--- src/lkvc_pkg.sv ---
// Package for the LRU key/value cache.
// Holds the field widths, the operation codes, default sizes and the request
// and response structs. Depends on nothing.
package lkvc_pkg;

  localparam int LKVC_ENTRIES = 8;
  localparam int LKVC_KEY_W   = 32;
  localparam int LKVC_VAL_W   = 64;
  localparam int LKVC_CFG_W   = 4;

  // Capacity register after reset.
  localparam logic [LKVC_CFG_W-1:0] LKVC_CAP_RESET = 4'd8;

  // Operation codes carried in the kind field.
  typedef enum logic {
    LKVC_GET = 1'b0,
    LKVC_SET = 1'b1
  } lkvc_kind_t;

  // One registered request on its way into the store.
  typedef struct packed {
    logic                         kind;
    logic signed [LKVC_KEY_W-1:0] lookup_key;
    logic [LKVC_VAL_W-1:0]        write_value;
  } lkvc_req_t;

  // One response produced by the store.
  typedef struct packed {
    logic                  found;
    logic [LKVC_VAL_W-1:0] read_value;
  } lkvc_rsp_t;

endpackage

--- src/lkvc_req_if.sv ---
// Request channel of the LRU key/value cache: valid, ready and the request fields.
// Depends on lkvc_pkg for the field widths.
interface lkvc_req_if
  import lkvc_pkg::*;
  ();
  logic                         valid;
  logic                         ready;
  logic                         kind;
  logic signed [LKVC_KEY_W-1:0] lookup_key;
  logic [LKVC_VAL_W-1:0]        write_value;

  modport source (output valid, output kind, output lookup_key, output write_value,
                  input ready);
  modport sink   (input valid, input kind, input lookup_key, input write_value,
                  output ready);
endinterface

--- src/lkvc_rsp_if.sv ---
// Response channel of the LRU key/value cache: valid, ready and the result fields.
// Depends on lkvc_pkg for the field widths.
interface lkvc_rsp_if
  import lkvc_pkg::*;
  ();
  logic                  valid;
  logic                  ready;
  logic                  found;
  logic [LKVC_VAL_W-1:0] read_value;

  modport source (output valid, output found, output read_value, input ready);
  modport sink   (input valid, input found, input read_value, output ready);
endinterface

--- src/lru_key_value_cache.sv ---
// LRU key/value cache: top level with the input and result registers.
// Depends on lkvc_pkg, lkvc_req_if, lkvc_rsp_if and lkvc_store.
//
// Usage:
//   Requests enter on req (kind, lookup_key, write_value); each transfer is one
//   get or one set. Every request yields exactly one response on rsp
//   (found, read_value), in request order.
//   A request is captured in an input register and processed, once the result
//   register is free or being drained, by a single pass over the store: all
//   slots are compared in parallel and keys, values and recency ranks are
//   updated in that same cycle. The response is then held in a result register,
//   so it reaches rsp through the input register and then the result register.
//   Throughput is one request per cycle while rsp is not stalled, as the store
//   compares and updates its registers in a single pass per request.
//   When rsp is stalled, the result register holds its response, the input
//   register keeps the next request, and req.ready drops once both are full.
//   cfg_write_enable with cfg_write_data sets the capacity before eviction.
//   Reset empties the cache and sets the capacity to eight.
module lru_key_value_cache
  import lkvc_pkg::*;
#(
  parameter int ENTRIES = LKVC_ENTRIES
) (
  input  logic                  clk,
  input  logic                  rst,
  input  logic                  cfg_write_enable,
  input  logic [LKVC_CFG_W-1:0] cfg_write_data,
  lkvc_req_if.sink              req,
  lkvc_rsp_if.source            rsp
);

  logic [LKVC_CFG_W-1:0] active_entries;
  logic                  in_valid;
  lkvc_req_t             in_req;
  logic                  out_valid;
  lkvc_rsp_t             out_rsp;
  lkvc_rsp_t             store_rsp;
  logic                  advance;

  // Capacity register.
  always_ff @(posedge clk) begin
    if (rst) begin
      active_entries <= LKVC_CAP_RESET;
    end else if (cfg_write_enable) begin
      active_entries <= cfg_write_data;
    end
  end

  // A held request moves on when the result register is free or being drained.
  assign advance   = in_valid && (!out_valid || rsp.ready);
  assign req.ready = !in_valid || advance;

  // Input register.
  always_ff @(posedge clk) begin
    if (rst) begin
      in_valid <= 1'b0;
    end else if (req.ready) begin
      in_valid <= req.valid;
    end
  end

  always_ff @(posedge clk) begin
    if (req.ready && req.valid) begin
      in_req.kind        <= req.kind;
      in_req.lookup_key  <= req.lookup_key;
      in_req.write_value <= req.write_value;
    end
  end

  lkvc_store #(
    .ENTRIES (ENTRIES)
  ) u_store (
    .clk            (clk),
    .rst            (rst),
    .active_entries (active_entries),
    .fire           (advance),
    .req            (in_req),
    .rsp            (store_rsp)
  );

  // Result register.
  always_ff @(posedge clk) begin
    if (rst) begin
      out_valid <= 1'b0;
    end else if (!out_valid || rsp.ready) begin
      out_valid <= in_valid;
    end
  end

  always_ff @(posedge clk) begin
    if (advance) begin
      out_rsp <= store_rsp;
    end
  end

  assign rsp.valid      = out_valid;
  assign rsp.found      = out_rsp.found;
  assign rsp.read_value = out_rsp.read_value;

endmodule

--- src/lkvc_store.sv ---
// Register-based associative store with recency ranks for the LRU cache.
// Compares all slots in parallel and applies one get or set per enabled cycle.
// Depends on lkvc_pkg.
module lkvc_store
  import lkvc_pkg::*;
#(
  parameter int ENTRIES = LKVC_ENTRIES
) (
  input  logic                  clk,
  input  logic                  rst,
  input  logic [LKVC_CFG_W-1:0] active_entries,
  input  logic                  fire,
  input  lkvc_req_t             req,
  output lkvc_rsp_t             rsp
);

  localparam int RANK_W = (ENTRIES > 1) ? $clog2(ENTRIES) : 1;
  localparam int CNT_W  = $clog2(ENTRIES + 1);

  logic [LKVC_KEY_W-1:0] keys   [ENTRIES];
  logic [LKVC_VAL_W-1:0] values [ENTRIES];
  logic [RANK_W-1:0]     ranks  [ENTRIES];
  logic [ENTRIES-1:0]    valid;
  logic [CNT_W-1:0]      fill;

  logic [ENTRIES-1:0]    hit_vec;
  logic [ENTRIES-1:0]    lru_vec;
  logic [ENTRIES-1:0]    free_vec;
  logic [ENTRIES-1:0]    ins_vec;
  logic [ENTRIES-1:0]    invalid;
  logic                  hit_any;
  logic [LKVC_VAL_W-1:0] hit_value;
  logic [RANK_W-1:0]     hit_rank;
  logic [RANK_W-1:0]     oldest_rank;
  logic [CNT_W-1:0]      cap;
  logic                  full;
  logic                  is_set;

  // Effective capacity: zero acts as one, values above the depth act as the depth.
  always_comb begin
    if (active_entries == '0) begin
      cap = CNT_W'(1);
    end else if (32'(active_entries) > 32'(ENTRIES)) begin
      cap = CNT_W'(ENTRIES);
    end else begin
      cap = CNT_W'(active_entries);
    end
  end

  assign full        = (fill >= cap);
  assign is_set      = (req.kind == LKVC_SET);
  // The least recent valid slot holds the rank fill-1.
  assign oldest_rank = RANK_W'(fill - CNT_W'(1));

  // Parallel key match and selection of the matching slot's value and rank.
  always_comb begin
    hit_value = '0;
    hit_rank  = '0;
    for (int i = 0; i < ENTRIES; i++) begin
      hit_vec[i] = valid[i] && (keys[i] == req.lookup_key);
      lru_vec[i] = valid[i] && (ranks[i] == oldest_rank);
      hit_value  = hit_value | (values[i] & {LKVC_VAL_W{hit_vec[i]}});
      hit_rank   = hit_rank | (ranks[i] & {RANK_W{hit_vec[i]}});
    end
  end

  assign hit_any  = |hit_vec;
  // Lowest free slot: isolate the lowest set bit of the invalid mask.
  assign invalid  = ~valid;
  assign free_vec = invalid & (~invalid + ENTRIES'(1));
  assign ins_vec  = full ? lru_vec : free_vec;

  // Response of the current request.
  always_comb begin
    rsp.found      = hit_any;
    rsp.read_value = (!is_set && hit_any) ? hit_value : '0;
  end

  // Control state: valid bits, recency ranks and the fill count.
  always_ff @(posedge clk) begin
    if (rst) begin
      valid <= '0;
      fill  <= '0;
      for (int i = 0; i < ENTRIES; i++) begin
        ranks[i] <= '0;
      end
    end else if (fire) begin
      if (hit_any) begin
        // Touch the hit slot; slots more recent than it age by one.
        for (int i = 0; i < ENTRIES; i++) begin
          if (hit_vec[i]) begin
            ranks[i] <= '0;
          end else if (valid[i] && (ranks[i] < hit_rank)) begin
            ranks[i] <= ranks[i] + RANK_W'(1);
          end
        end
      end else if (is_set) begin
        // Insert as most recent; all other valid slots age by one.
        for (int i = 0; i < ENTRIES; i++) begin
          if (ins_vec[i]) begin
            ranks[i] <= '0;
            valid[i] <= 1'b1;
          end else if (valid[i]) begin
            ranks[i] <= ranks[i] + RANK_W'(1);
          end
        end
        if (!full) begin
          fill <= fill + CNT_W'(1);
        end
      end
    end
  end

  // Keys and values: written by a set, no reset needed.
  always_ff @(posedge clk) begin
    if (fire && is_set) begin
      for (int i = 0; i < ENTRIES; i++) begin
        if (hit_any) begin
          if (hit_vec[i]) begin
            values[i] <= req.write_value;
          end
        end else if (ins_vec[i]) begin
          keys[i]   <= req.lookup_key;
          values[i] <= req.write_value;
        end
      end
    end
  end

endmodule
--- src/flat_wrapper.sv ---
// flat-port wrapper written by rule: the top's interface ports become plain ports
module lru_key_value_cache_flat import lkvc_pkg::*;
#(
  parameter int ENTRIES = LKVC_ENTRIES
)
  (clk, rst, cfg_write_enable, cfg_write_data, req_valid, req_kind, req_lookup_key, req_write_value, req_ready, rsp_valid, rsp_found, rsp_read_value, rsp_ready);
  lkvc_req_if req_i ();
  lkvc_rsp_if rsp_i ();
  input  logic clk;
  input  logic rst;
  input  logic cfg_write_enable;
  input  logic [LKVC_CFG_W-1:0] cfg_write_data;
  input wire logic [$bits(req_i.valid)-1:0] req_valid;
  input wire logic [$bits(req_i.kind)-1:0] req_kind;
  input wire logic [$bits(req_i.lookup_key)-1:0] req_lookup_key;
  input wire logic [$bits(req_i.write_value)-1:0] req_write_value;
  output wire logic [$bits(req_i.ready)-1:0] req_ready;
  output wire logic [$bits(rsp_i.valid)-1:0] rsp_valid;
  output wire logic [$bits(rsp_i.found)-1:0] rsp_found;
  output wire logic [$bits(rsp_i.read_value)-1:0] rsp_read_value;
  input wire logic [$bits(rsp_i.ready)-1:0] rsp_ready;
  assign req_i.valid = req_valid;
  assign req_i.kind = req_kind;
  assign req_i.lookup_key = req_lookup_key;
  assign req_i.write_value = req_write_value;
  assign req_ready = req_i.ready;
  assign rsp_valid = rsp_i.valid;
  assign rsp_found = rsp_i.found;
  assign rsp_read_value = rsp_i.read_value;
  assign rsp_i.ready = rsp_ready;
  lru_key_value_cache #(.ENTRIES(ENTRIES)) u_core (.clk(clk), .rst(rst), .cfg_write_enable(cfg_write_enable), .cfg_write_data(cfg_write_data), .req(req_i), .rsp(rsp_i));
endmodule
--- config.mk ---
export PLATFORM = sky130hd
export DESIGN_NAME = lru_key_value_cache_flat
export DESIGN_NICKNAME = d
export VERILOG_FILES = /design/src/lkvc_pkg.sv /design/src/lkvc_req_if.sv /design/src/lkvc_rsp_if.sv /design/src/lru_key_value_cache.sv /design/src/lkvc_store.sv /design/src/flat_wrapper.sv
export SDC_FILE = /design/constraint.sdc
export NUM_CORES = 1
export LEC_CHECK = 0
export ABC_AREA = 1
export BUFFER_PORTS_ARGS = -buffer_cell sky130_fd_sc_hd__buf_2
export CORE_ASPECT_RATIO = 1.25
export CORE_UTILIZATION = 58
export CTS_CLUSTER_SIZE = 8
export DETAILED_ROUTE_END_ITERATION = 8
export PLACE_DENSITY = 0.75
export SLEW_MARGIN = 20
export SYNTH_ARGS = -nofsm -noshare
export SYNTH_HDL_FRONTEND = slang
export SYNTH_SLANG_ARGS = --single-unit
--- constraint.sdc ---
create_clock -name clk -period 15.3 [get_ports clk]
set_input_delay 3.06 -clock clk [delete_from_list [all_inputs] [get_ports clk]]
set_output_delay 3.06 -clock clk [all_outputs]
set_load 0.05 [all_outputs]
==> results of run 1 <==
[critical path, delay by kind of cell]
family	cells	cell delay, ns
AND/OR/NAND/NOR	5	1.79
buffers and inverters	6	1.69
AO/OA/AOI/OAI	1	0.34
[final timing paths]
kind                                                       startpoint                                 endpoint
worst max-delay path                                        rsp_ready  u_core.u_store.values[1][175]$_DFFE_PP_
worst min-delay path            u_core.active_entries[1]$_SDFFE_PP0P_    u_core.active_entries[1]$_SDFFE_PP0P_
worst max register to register            u_core.in_req[72]$_DFFE_PP_  u_core.u_store.values[1][175]$_DFFE_PP_
worst min register to register  u_core.active_entries[1]$_SDFFE_PP0P_    u_core.active_entries[1]$_SDFFE_PP0P_
[synth_stat cells, drive strengths merged, types with 5 or more instances]
master  count
a21boi      6
a21oi      41
a22oi       6
and3        5
buf       107
clkbuf     53
dfxtp      18
edfxtp    954
ha         14
inv       286
nand2     882
nand3     611
nand3b     28
nand4     176
nor2      441
nor3       23
o21ai      60
or2        18
xnor2      54
xor2       19
[cell families (layout without fill, tap and decap cells)]
kind of cell	Yosys count	count (layout)	synth area share
AND/OR/NAND/NOR	2191	2191	0.234
flip-flops	972	972	0.686
buffers and inverters	449	697	0.0436
AO/OA/AOI/OAI	129	129	0.0174
XOR/XNOR	73	73	0.0153
adder cells (fa/ha/maj)	14	14	0.00414
[power by group]
group / switching (mW) / internal, mW
clock: 1.12 / 1.63
sequential: 0.0406 / 2.98
combinational: 0.197 / 0.0618
[metal layers]
layer / up-vias / track usage
met4: 8 / 0.248
met5: - / 0
met1: 14900 / 0.413
met2: 2125 / 0.547
li1: 13800 / -
met3: 475 / 0.0740
[final cells by class]
class                      count  area, um2  share of cell area
clock buffer                 151       3520              0.0731
sequential                   972      29000               0.602
timing repair buffer         241       1400              0.0290
multi-input combinational   2407      11600               0.241
clock inverter                16        358             0.00742
tap                          952       1190              0.0247
inverter                     289       1090              0.0226
[state kept, by name, indices dropped and copies added (netlist names), 4 cells and up]
name and count:
u_core.rsp.read_value 64, u_core.u_store.valid 8, u_core.u_store.fill 4, u_core.u_store.values 512
u_core.u_store.ranks 24, u_core.active_entries 4, u_core.u_store.keys 256, u_core.in_req 97
[stage by stage]
| step | hold slack (ns) | power [mW] | cells | worst slack [ns] |
|---|---|---|---|---|
| floorplan | 0.449 | 3.21 | 3828 | 6.54 |
| global placement | 0.465 | 3.32 | 4860 | 8.00 |
| detailed placement | 0.468 | 3.32 | 4860 | 7.95 |
| CTS | 0.475 | 6.04 | 5027 | 8.70 |
| global route | 0.507 | 6.17 | 5028 | 8.47 |
| finish | 0.471 | 6.04 | 5028 | 8.68 |
==> metrics, run 1 <==
Avg WL per Cell 25.2 um; CP Capture Type flip-flop; Tcrit/Tclk final 0.433; Reg clk slew, reported paths 0.05 ns; Worst Tran Pin Value 1.11 ns; Num CTS Buffers 139; post-synthesis async set-or-reset flop share 0; r2r setup slk 9.08 ns; crit start category input port; post-synthesis sequential area ratio 0.686; Total Routing Usage GR 0.343; Synth Net Count 3,948; final-report hold violation count 0; initial antenna violation count 4; met2 wire length 60.1 mm; max incr delay on CP 0.78 ns; kind of critical path in -> reg; ys flop type edfxtp_1; Die Height 304 um; flops & latches, synth 972; initial core utilization 0.586; I/O Pins 173; Final Critical Period 6.62 ns; Layout Skew 0.0434 ns; Max H-tree Level 4; Pwr per Cell Area 125 nW/um2; Leak 17.9 nW; Req. time, crit path 15.66 ns; Syn Area/Cell 11.0 um2; fraction of final layout cells sized beyond drive strength 1 0.124; Skew-Pair Late Insertion Delay 0.76 ns; Root Buffer Master clkbuf_16; most common cell after layout, fill and taps aside edfxtp_1; CTS tree built; Worst Hold Class reg -> reg; Setup Fix Bufs, Post-CTS 0; DR iter-0 viols 3,864; synthesized instance count 3,828; Post-Route WL 127 mm; final setup fails 0; via/cell ratio 6.21; r2r worst-path depth 17; Synth cell types 54; I/O Buffers 172; WL met3 13.2 mm; relative slew slack 0.252; Setup TNS 0 ns; First-pass DRT Iterations 9; CP Cell Sequence buf_2 -> inv_1 -> nand2_1 -> nand2_1 -> nor2_1 -> inv_1 -> nor2_8 -> inv_2 -> nor2_4 -> inv_1 -> o21ai_4 -> buf_4; area grow syn2layout 14.0%; full die area 74,000 um2; antenna-violating nets left 0; first-pass GRT wire length 186 mm; via count 31,200; diode count 0; Nets 4,170; HPWL after DPL 73.9 mm; FMAX 0.151 GHz; final RePlAce weighted congestion 0.990; most frequent cells in the layout 954 x edfxtp_1, 861 x nand2_1, 607 x nand3_1; DRT met1 WL 44.3 mm; row cnt 110; clock tree buffer depth 3; EDFF count, synth 954; CTS sink cnt 972; Max-Cap Viols 0; Top Metal Used met5; Placement Cell Area 44,300 um2; core footprint 72,100 um2; dominant cell type by area after synthesis edfxtp_1; cts-stage hold buffer count 0; GRT overflow 0; largest net degree at the start of global routing 69; Slew Viols, Final 0; die width 244 um; Crit Path Max Fanout 47; Crit path top cell by count inv_1; RSZ-0062 raised after global routing no; top-area cell type share of the netlist area 0.678; slowest stage cell, crit path nor2_4; Residual DRC 0; area of the mapped netlist 42,300 um2; worst-case vdd ir drop 0.112 mV; CTS resizes 0; Area contributors post-synth edfxtp_1 68%, nand2_1 7.7%, nand3_1 7.2%; Design Area, Final 48,200 um2; data arrival time of the worst path 6.98 ns; Core Util, Final 0.668; hold path depth 2; status finished clean; Synthesis Warnings 0; Fillers 5,321; vias in the first global route 30,700
No activity file was read; power rests on OpenSTA's default activity.
==> run 2: changes to the inputs <==
--- a/config.mk
+++ b/config.mk
@@ -5,7 +5,7 @@
 export SDC_FILE = /design/constraint.sdc
 export NUM_CORES = 1
 export LEC_CHECK = 0
-export ABC_AREA = 1
+export ABC_AREA = 0
 export BUFFER_PORTS_ARGS = -buffer_cell sky130_fd_sc_hd__buf_2
 export CORE_ASPECT_RATIO = 1.25
 export CORE_UTILIZATION = 58
==> constraint.sdc (replaced) <==
create_clock -name clk -period 6.4 [get_ports clk]
set_input_delay 1.28 -clock clk [delete_from_list [all_inputs] [get_ports clk]]
set_output_delay 1.28 -clock clk [all_outputs]
set_load 0.05 [all_outputs]
==> metrics, run 2 <==
Root Buffer Master clkbuf_16; RSZ-0062 raised after global routing no; Largest regs u_core.u_store.values: 512 flops, u_core.u_store.keys: 256 flops, u_core.in_req: 97 flops; met2 wire length 46.0 mm; area of the mapped netlist 37,000 um2; vias in the first global route 21,300; I/O Pins 173; Skew-Pair Late Insertion Delay 0.72 ns; Crit Path Max Fanout 33; first-pass GRT wire length 135 mm; most numerous cell in the Yosys netlist edfxtp_1; CTS tree built; Max-Cap Viols 0; flops & latches, synth 972; CP Capture Type flip-flop; post-synthesis sequential area ratio 0.785; via/cell ratio 6.52; internal power 11.2 mW; dominant cell type by area after synthesis edfxtp_1; initial core utilization 0.585; synthesized instance count 2,100; max reg flops 512; Synth Net Count 2,220; worst-case vdd ir drop 0.302 mV; Final Critical Period 5.14 ns; CTS resizes 0; via count 20,900; ys flop type edfxtp_1; Max H-tree Level 4; I/O Buffers 172; Slew Viols, Final 0; antenna-violating nets left 0; Req. time, crit path 6.79 ns; area grow syn2layout 15.6%; Pwr per Cell Area 332 nW/um2; clock tree buffer depth 3; Area contributors post-synth edfxtp_1 78%, xnor2_1 4.5%, a22oi_1 2.7%; Tcrit/Tclk final 0.803; largest net degree at the start of global routing 67; First-pass DRT Iterations 6; core footprint 63,100 um2; Layout Skew 0.0245 ns; Post-Route WL 91.6 mm; Biggest register u_core.u_store.values; FMAX 0.195 GHz; Total Routing Usage GR 0.284; WL met3 8.46 mm; Synthesis Warnings 0; die width 228 um; relative slew slack 0.229; crit start category flip-flop; cts-stage hold buffer count 0; Worst Tran Pin Value 1.15 ns; Synth cell types 64; GRT overflow 0; switching power total 2.94 mW; EDFF count, synth 954; Avg WL per Cell 28.6 um; fraction of final layout cells sized beyond drive strength 1 0.171; most common cell after layout, fill and taps aside edfxtp_1; final RePlAce weighted congestion 0.919; Leak 13.6 nW; synth cell count leaders 954 x edfxtp_1, 192 x xnor2_1, 135 x a22oi_1; full die area 64,700 um2; Placement Cell Area 38,900 um2; DRT met1 WL 33.1 mm; Residual DRC 0; Sw Share 0.208; top-area cell type share of the netlist area 0.775; Top Metal Used met5; row cnt 103; Setup TNS 0 ns; final setup fails 0; DR iter-0 viols 2,421; clock share of power 0.463; HPWL after DPL 50.8 mm; data arrival time of the worst path 5.53 ns; Flop pwr share 0.512; CTS sink cnt 972; Die Height 284 um; Design Area, Final 42,700 um2; most frequent cells in the layout 954 x edfxtp_1, 192 x xnor2_1, 172 x buf_2; Worst Hold Class reg -> reg; Reg clk slew, reported paths 0.05 ns; Setup Fix Bufs, Post-CTS 0; Power, Total 14.2 mW; initial antenna violation count 4; kind of critical path reg -> reg; Nets 2,455; combinational share of power 0.025; Syn Area/Cell 17.6 um2; Num CTS Buffers 139; post-synthesis async set-or-reset flop share 0; final-report hold violation count 0; status finished clean
==> run 2: cell count changes in the layout (fill, tap and decap cells not counted), sizes merged, moves of 67 or more <==
cell and delta:
nand2 -842, nand3 -585, nor2 -409, inv -263, xnor2 +138, a22oi +129, nand4 -125, a22o +69
xor2 +67
==> run 2: routing by layer <==
layer | vias up | global-route usage
met3 | 255 | 0.0662
met2 | 1296 | 0.471
met1 | 10500 | 0.351
met4 | 8 | 0.144
met5 | - | 0
li1 | 8821 | -
==> run 2: cell type report <==
| type | count | area, um2 |
|---|---|---|
| Clock buffer | 158 | 3670 |
| Multi-Input combinational cell | 988 | 7500 |
| Antenna cell | 2 | 5.00 |
| Sequential cell | 972 | 29000 |
| Clock inverter | 11 | 173 |
| Tap cell | 840 | 1050 |
| Inverter | 20 | 75.1 |
| Timing Repair Buffer | 214 | 1250 |
| Fill cell | 3983 | 20400 |
==> run 2: cells by family after synthesis <==
| group | after synthesis | share of synthesized area |
|---|---|---|
| and+or+nand+nor | 253 | 0.0377 |
| muxes | 5 | 0.00135 |
| xor gates and xnor gates | 278 | 0.0659 |
| buffers and inverters | 140 | 0.0157 |
| DFF | 972 | 0.785 |
| adders and majority gates | 16 | 0.00531 |
| AOI/OAI and AO/OA | 436 | 0.0892 |
==> run 2: power groups by stage <==
stage          sequential, mW  clock [mW]  combinational (mW)
3_5_place_dp             7.37           0               0.360
6_report                 7.25        6.55               0.361
2_1_floorplan            7.36           0               0.183
4_1_cts                  7.25        6.61               0.363
5_1_grt                  7.26        6.86               0.381
3_3_place_gp             7.36           0               0.356
==> run 2: path summary, 6_finish.rpt <==
check,startpoint,endpoint,slack [ns],cells after the start
worst max register to register,u_core.in_req[64]$_DFFE_PP_,u_core.u_store.values[1][12]$_DFFE_PP_,1.26,11
worst min register to register,u_core.u_store.fill[3]$_SDFFE_PP0P_,u_core.u_store.fill[3]$_SDFFE_PP0P_,0.51,2
worst min-delay path,u_core.u_store.fill[3]$_SDFFE_PP0P_,u_core.u_store.fill[3]$_SDFFE_PP0P_,0.51,2
worst max-delay path,u_core.in_req[64]$_DFFE_PP_,u_core.u_store.values[1][12]$_DFFE_PP_,1.26,11
==> run 2: worst max-delay path: stages (launching register included) <==
cell	delay, ns
edfxtp_1	0.81
xor2_1	0.52
nor4_1	0.17
nand4_1	0.15
nor4_2	0.06
buf_4	0.24
nor3_1	0.18
nand3b_1	0.36
nor2_1	0.87
o21ai_0	0.44
nand2_4	0.58
buf_4	0.39
==> run 2: stage by stage <==
step / hold WS [ns] / util / std cells / setup slack (ns)
floorplan: 0.461 / - / 2100 / 0.0761
global placement: 0.478 / 0.616 / 3034 / 1.54
detailed placement: 0.502 / 0.616 / 3034 / 1.40
CTS: 0.511 / 0.677 / 3203 / 1.34
global route: 0.537 / 0.677 / 3203 / 0.960
finish: 0.506 / 0.677 / 3205 / 1.26
